$ cat src/rtl/bls_pkg.sv
// bls_pkg: shared codes for the Bresenham line stepper.
// No dependencies; imported by bresenham_line_stepper.
`default_nettype none

package bls_pkg;

    // request codes carried on s_req_type
    localparam logic REQ_LOAD = 1'b0;
    localparam logic REQ_STEP = 1'b1;

    // headroom of the error term over the coordinate width
    localparam int ERR_EXTRA = 2;

endpackage

`default_nettype wire

$ cat src/rtl/bresenham_line_stepper.sv
// Bresenham line stepper: a load beat sets up a line, each step beat yields one pixel.
// A pixel is registered and appears on the m_ channel in the cycle after its step beat is accepted.
// Throughput: one beat per cycle; error update, position step and output register share a
// single stage; s_ready stays high while the output register drains, low while it stalls.
// Reset (aresetn low, synchronous) clears the run state, so steps give nothing until a load.
// Depends on bls_pkg.
`default_nettype none

module bresenham_line_stepper #(
    parameter int COORD_BITS = 12
) (
    input  wire                    aclk,
    input  wire                    aresetn,

    input  wire                    s_valid,
    output logic                   s_ready,
    input  wire                    s_req_type,
    input  wire [COORD_BITS-1:0]   s_x_start,
    input  wire [COORD_BITS-1:0]   s_y_start,
    input  wire [COORD_BITS-1:0]   s_x_end,
    input  wire [COORD_BITS-1:0]   s_y_end,

    output logic                   m_valid,
    input  wire                    m_ready,
    output logic [COORD_BITS-1:0]  m_pixel_x,
    output logic [COORD_BITS-1:0]  m_pixel_y,
    output logic                   m_last
);
    import bls_pkg::*;

    localparam int ERR_BITS = COORD_BITS + ERR_EXTRA;
    localparam int CMP_BITS = ERR_BITS + 1;

    // run state
    logic [COORD_BITS-1:0]        major_pos_reg, major_pos_next;
    logic [COORD_BITS-1:0]        minor_pos_reg, minor_pos_next;
    logic signed [ERR_BITS-1:0]   error_reg, error_next;
    logic [COORD_BITS-1:0]        major_delta_reg, major_delta_next;
    logic [COORD_BITS-1:0]        minor_delta_reg, minor_delta_next;
    logic [COORD_BITS-1:0]        steps_left_reg, steps_left_next;
    logic                         steep_reg, steep_next;
    logic                         minor_down_reg, minor_down_next;

    // output register
    logic                         out_valid_reg, out_valid_next;
    logic [COORD_BITS-1:0]        out_x_reg, out_x_next;
    logic [COORD_BITS-1:0]        out_y_reg, out_y_next;
    logic                         out_last_reg, out_last_next;

    logic                         accept;
    logic                         emit;

    // load datapath
    logic                         swap;
    logic [COORD_BITS-1:0]        xa, ya, xb, yb;
    logic [COORD_BITS-1:0]        dx, dy;
    logic                         falling;
    logic                         steep;

    // step datapath
    logic signed [CMP_BITS-1:0]   err_sum;
    logic signed [CMP_BITS-1:0]   err_sum2;
    logic signed [CMP_BITS-1:0]   major_ext;
    logic                         hold_minor;

    assign s_ready   = !out_valid_reg || m_ready;
    assign accept    = s_valid && s_ready;
    assign m_valid   = out_valid_reg;
    assign m_pixel_x = out_x_reg;
    assign m_pixel_y = out_y_reg;
    assign m_last    = out_last_reg;

    always_comb begin
        swap    = s_x_end < s_x_start;
        xa      = swap ? s_x_end   : s_x_start;
        ya      = swap ? s_y_end   : s_y_start;
        xb      = swap ? s_x_start : s_x_end;
        yb      = swap ? s_y_start : s_y_end;
        dx      = xb - xa;
        falling = yb < ya;
        dy      = falling ? (ya - yb) : (yb - ya);
        steep   = dy > dx;
    end

    always_comb begin
        err_sum   = $signed({error_reg[ERR_BITS-1], error_reg})
                  + $signed({{(CMP_BITS-COORD_BITS){1'b0}}, minor_delta_reg});
        err_sum2  = {err_sum[CMP_BITS-2:0], 1'b0};
        major_ext = $signed({{(CMP_BITS-COORD_BITS){1'b0}}, major_delta_reg});
        hold_minor = err_sum2 < major_ext;
    end

    always_comb begin
        major_pos_next   = major_pos_reg;
        minor_pos_next   = minor_pos_reg;
        error_next       = error_reg;
        major_delta_next = major_delta_reg;
        minor_delta_next = minor_delta_reg;
        steps_left_next  = steps_left_reg;
        steep_next       = steep_reg;
        minor_down_next  = minor_down_reg;

        out_valid_next = out_valid_reg && !m_ready;
        out_x_next     = out_x_reg;
        out_y_next     = out_y_reg;
        out_last_next  = out_last_reg;

        emit = accept && (s_req_type == REQ_STEP) && (steps_left_reg != '0);

        if (accept && s_req_type == REQ_LOAD) begin
            error_next = '0;
            steep_next = steep;
            if (!steep) begin
                major_pos_next   = xa;
                minor_pos_next   = ya;
                major_delta_next = dx;
                minor_delta_next = dy;
                minor_down_next  = falling;
            end else if (!falling) begin
                major_pos_next   = ya;
                minor_pos_next   = xa;
                major_delta_next = dy;
                minor_delta_next = dx;
                minor_down_next  = 1'b0;
            end else begin
                // steep falling (vertical with falling y too): walk up from the smaller row
                major_pos_next   = yb;
                minor_pos_next   = xb;
                major_delta_next = dy;
                minor_delta_next = dx;
                minor_down_next  = 1'b1;
            end
            steps_left_next = steep ? dy : dx;
        end else if (emit) begin
            out_valid_next = 1'b1;
            out_x_next     = steep_reg ? minor_pos_reg : major_pos_reg;
            out_y_next     = steep_reg ? major_pos_reg : minor_pos_reg;
            out_last_next  = steps_left_reg == COORD_BITS'(1);

            if (hold_minor) begin
                error_next = err_sum[ERR_BITS-1:0];
            end else begin
                error_next     = ERR_BITS'(err_sum - major_ext);
                minor_pos_next = minor_down_reg ? minor_pos_reg - 1'b1
                                                : minor_pos_reg + 1'b1;
            end
            major_pos_next  = major_pos_reg + 1'b1;
            steps_left_next = steps_left_reg - 1'b1;
        end
    end

    always_ff @(posedge aclk) begin
        if (!aresetn) begin
            major_pos_reg   <= '0;
            minor_pos_reg   <= '0;
            error_reg       <= '0;
            major_delta_reg <= '0;
            minor_delta_reg <= '0;
            steps_left_reg  <= '0;
            steep_reg       <= 1'b0;
            minor_down_reg  <= 1'b0;
            out_valid_reg   <= 1'b0;
        end else begin
            major_pos_reg   <= major_pos_next;
            minor_pos_reg   <= minor_pos_next;
            error_reg       <= error_next;
            major_delta_reg <= major_delta_next;
            minor_delta_reg <= minor_delta_next;
            steps_left_reg  <= steps_left_next;
            steep_reg       <= steep_next;
            minor_down_reg  <= minor_down_next;
            out_valid_reg   <= out_valid_next;
        end
    end

    always_ff @(posedge aclk) begin
        out_x_reg    <= out_x_next;
        out_y_reg    <= out_y_next;
        out_last_reg <= out_last_next;
    end

endmodule

`default_nettype wire
$ cat config.mk
export PLATFORM = sky130hd
export DESIGN_NAME = bresenham_line_stepper
export DESIGN_NICKNAME = d
export VERILOG_FILES = /design/src/rtl/bls_pkg.sv /design/src/rtl/bresenham_line_stepper.sv
export SDC_FILE = /design/constraint.sdc
export NUM_CORES = 1
export LEC_CHECK = 0
export BUFFER_PORTS_ARGS = -buffer_cell sky130_fd_sc_hd__buf_2
export CAP_MARGIN = 15
export CORE_AREA = 2 2 124 150
export CTS_CLUSTER_SIZE = 10
export DETAILED_ROUTE_END_ITERATION = 8
export DIE_AREA = 0 0 126 152
export GPL_TIMING_DRIVEN = 0
export PLACE_DENSITY = 0.77
export SLEW_MARGIN = 5
export SYNTH_ARGS = -nofsm -noshare
export SYNTH_HDL_FRONTEND = slang
export SYNTH_SLANG_ARGS = --single-unit
$ cat constraint.sdc
create_clock -name aclk -period 6.9 [get_ports aclk]
set_input_delay 0.69 -clock aclk [delete_from_list [all_inputs] [get_ports aclk]]
set_output_delay 0.69 -clock aclk [all_outputs]
set_load 0.02 [all_outputs]
==> results.yml <==
critical_path:
  crit_type: "input port to flop"
  crit_path_frequent_cell: "buf_4"
  slowest_delay_ns: 0.36
  crit_fanout: 19
  start_kind: "input port"
  critPathSlowestCell: "ha_1"
  crit_arrival_ns: 6.90
  end_kind: "flop"
  required_ns: 7.17
yosys:
  ys_seq_area_share_pct: 23.46
  synthFlopType: "dfxtp_1"
  synth_area_leader_cell: "dfxtp_1"
  syn_area_mm2: 0.009772
  syn_nets: 1375
  synth_edf_count: 25
  post-synth-top-count-cell: "nand2_1"
  yosys.area.top_type_share_pct: 15.77
  ys_async_sr_fraction_pct: 0
  ys_types: 91
  yosys_warnings: 0
  avgSynthCellArea_um2: 7.855
  synthTopCellsByCount: "nand2_1, nor2_1, a21oi_1"
  post_synth_inst_count: 1244
  synth-seq-cells: 102
  ys_top_cells_by_area: "dfxtp_1, ha_1, edfxtp_1"
floorplan:
  rows: 54
  die_w_um: 126
  core_area_mm2: 0.01784
  die_area_mm2: 0.01915
  io_pins: 80
  fp.dieH_um: 152
  start_util_pct: 54.78
sta:
  min_period_ns: 6.634
  worst_hold_slack_ns: 0.4561
  min_period_over_period_pct: 96.14
  worstMarginPinSlew_ns: 0.8374
  hold_viol_final: 0
  drv_slew: 0
  clock.fmax_mhz: 150.7
  slew_headroom_pct: 43.46
  setup_viol: 0
  worst_clock_skew_ns: 0.01000
placement:
  dp_hpwl_mm: 25.79
  gp_congestion: 1.055
  place_inst: 1540
  io_buffers: 72
cells_and_area:
  area_growth_pct: 13.00
  largest_register_ffs: 14
  fin_cells: 1564
  drive_gt1_share_pct: 14.85
  antenna_cells: 0
  nets: 1466
  utilization_pct: 61.90
  fillers: 1633
run:
  drv_cap: 0
grt:
  gr-usage-all-layers_pct: 33.33
  antenna_found_initial: 0
  grt_pass1_vias: 9557
  grt_max_degree: 35
  grt-ovfl-total: 0
  grt_pass1_wl_mm: 51.25
routing:
  drt-wirelength-per-cell_um: 20.97
  num_vias: 10150
  dr.pass1.iters: 5
  viasPerCell: 6.490
  routed_wl_mm: 32.79
  drc: 0
  ant_nets: 0
  drtIter0Drc: 933
power:
  p_leak_nw: 4.694
  p_clk_share_pct: 16.0
  pwr-share-comb_pct: 59.9
  peakVddDrop_mv: 0.2041
  power_switching_mw: 1.661
  switching_share_pct: 45.49
  power_density_mw_per_mm2: 330.8
  power.internal_mw: 1.991
  pwr-share-seq_pct: 24.1
cts:
  clk_latency_ns: 0.35
  cts_tree: "done"
  cts-buffers-inserted: 9
  clk_pin_slew_ns: 0.07
  cts_root_buffer: "clkbuf_16"
  cts_buffer_depth: 2
  htreeDepth: 3
  hold_buffers: 0
  clock_sinks: 102
min_path:
  hold_path_class: "flop to flop"
status:
  run_status: "finished clean"
## path summary, 6_finish.rpt
path | from | to | slack [ns] | depth (start not counted)
worst max-delay path | s_x_start[6] | minor_pos_reg[6] | 0.27 | 31
worst min-delay path | major_delta_reg[9] | major_delta_reg[9] | 0.46 | 2
worst max register to register | error_reg[0] | minor_pos_reg[2] | 1.85 | 20
worst min register to register | major_delta_reg[9] | major_delta_reg[9] | 0.46 | 2
## power groups by stage
stage / Combinational (mW) / Clock [mW] / Sequential (mW)
final: 2.19 / 0.585 / 0.878
after global placement: 1.98 / 0 / 0.882
after floorplan: 1.49 / 0 / 0.886
after global routing: 2.40 / 0.604 / 0.892
after detailed placement: 2.01 / 0 / 0.887
after CTS: 2.09 / 0.581 / 0.875
## critical path: cells and delay by family
kind,cells,cell delay (ns)
XOR/XNOR,1,0.19
buffers and inverters,10,1.75
AND/OR/NAND/NOR,6,0.89
AO/OA/AOI/OAI,11,2.50
adder cells (fa/ha/maj),3,0.88
## stage by stage
step	worst slack (ns)	total power, mW	setup TNS (ns)	area (um2)
detailed placement	-1.807	2.902	-93.63	10410
floorplan	0.08605	2.376	0	9772
finish	0.2665	3.652	0	11040
CTS	0.03838	3.543	0	10910
global placement	-1.721	2.858	-89.43	10410
global route	-0.01975	3.898	-0.01975	11040
## what timing repair did
action / CTS / global route
buffers inserted: 7 / 5
endpoints found under the setup margin: 61 / 60
pin swaps: 5 / 8
cloned: 0 / 0
gates resized for setup: 27 / 25
## area by class of cell
type                    count  area [um2]  area share (%)
plain buffers              53       274.0           2.482
clock buffers              12       267.8           2.425
clock inverters             4       76.32          0.6912
inverters                  76       285.3           2.584
multi-input cells        1009        7112           64.41
flip-flops and latches    102        2292           20.76
well taps                 224       280.3           2.538
repair buffers             84       454.2           4.113
## layer usage
metal | GRT usage, % | wire [um] | vias up
met5 | 0 | 0 | -
met4 | 16.12 | 1865 | 0
met3 | 5.246 | 2914 | 100
met2 | 54.81 | 14990 | 524
met1 | 42.56 | 13020 | 4744
li1 | - | - | 4783
## kinds of logic (layout without fill, tap and decap cells)
group	count (synthesis)	in the layout	synth area share (%)
AOI/OAI and AO/OA	409	409	28.73
and+or+nand+nor	382	382	18.28
buffers and inverters	133	229	5.403
DFF	102	102	23.46
adders and majority gates	93	93	11.79
xor gates and xnor gates	73	73	6.696
muxes	52	52	5.634
## placed cells by master, fill, tap and decap left out, types with 16 or more instances in the layout
master	instances
a211oi_1	17
a21o_1	18
a21oi_1	95
a31oi_1	17
buf_2	85
clkbuf_1	29
dfxtp_1	77
edfxtp_1	25
ha_1	73
inv_1	73
mux2_2	23
mux2i_1	27
nand2_1	121
nand2b_1	26
nand3_1	21
nor2_1	110
nor2b_1	17
o211ai_1	18
o21a_1	16
o21ai_0	75
o22ai_1	18
xnor2_1	44
xor2_1	22
Note: power is estimated with default switching activity, not from simulation.
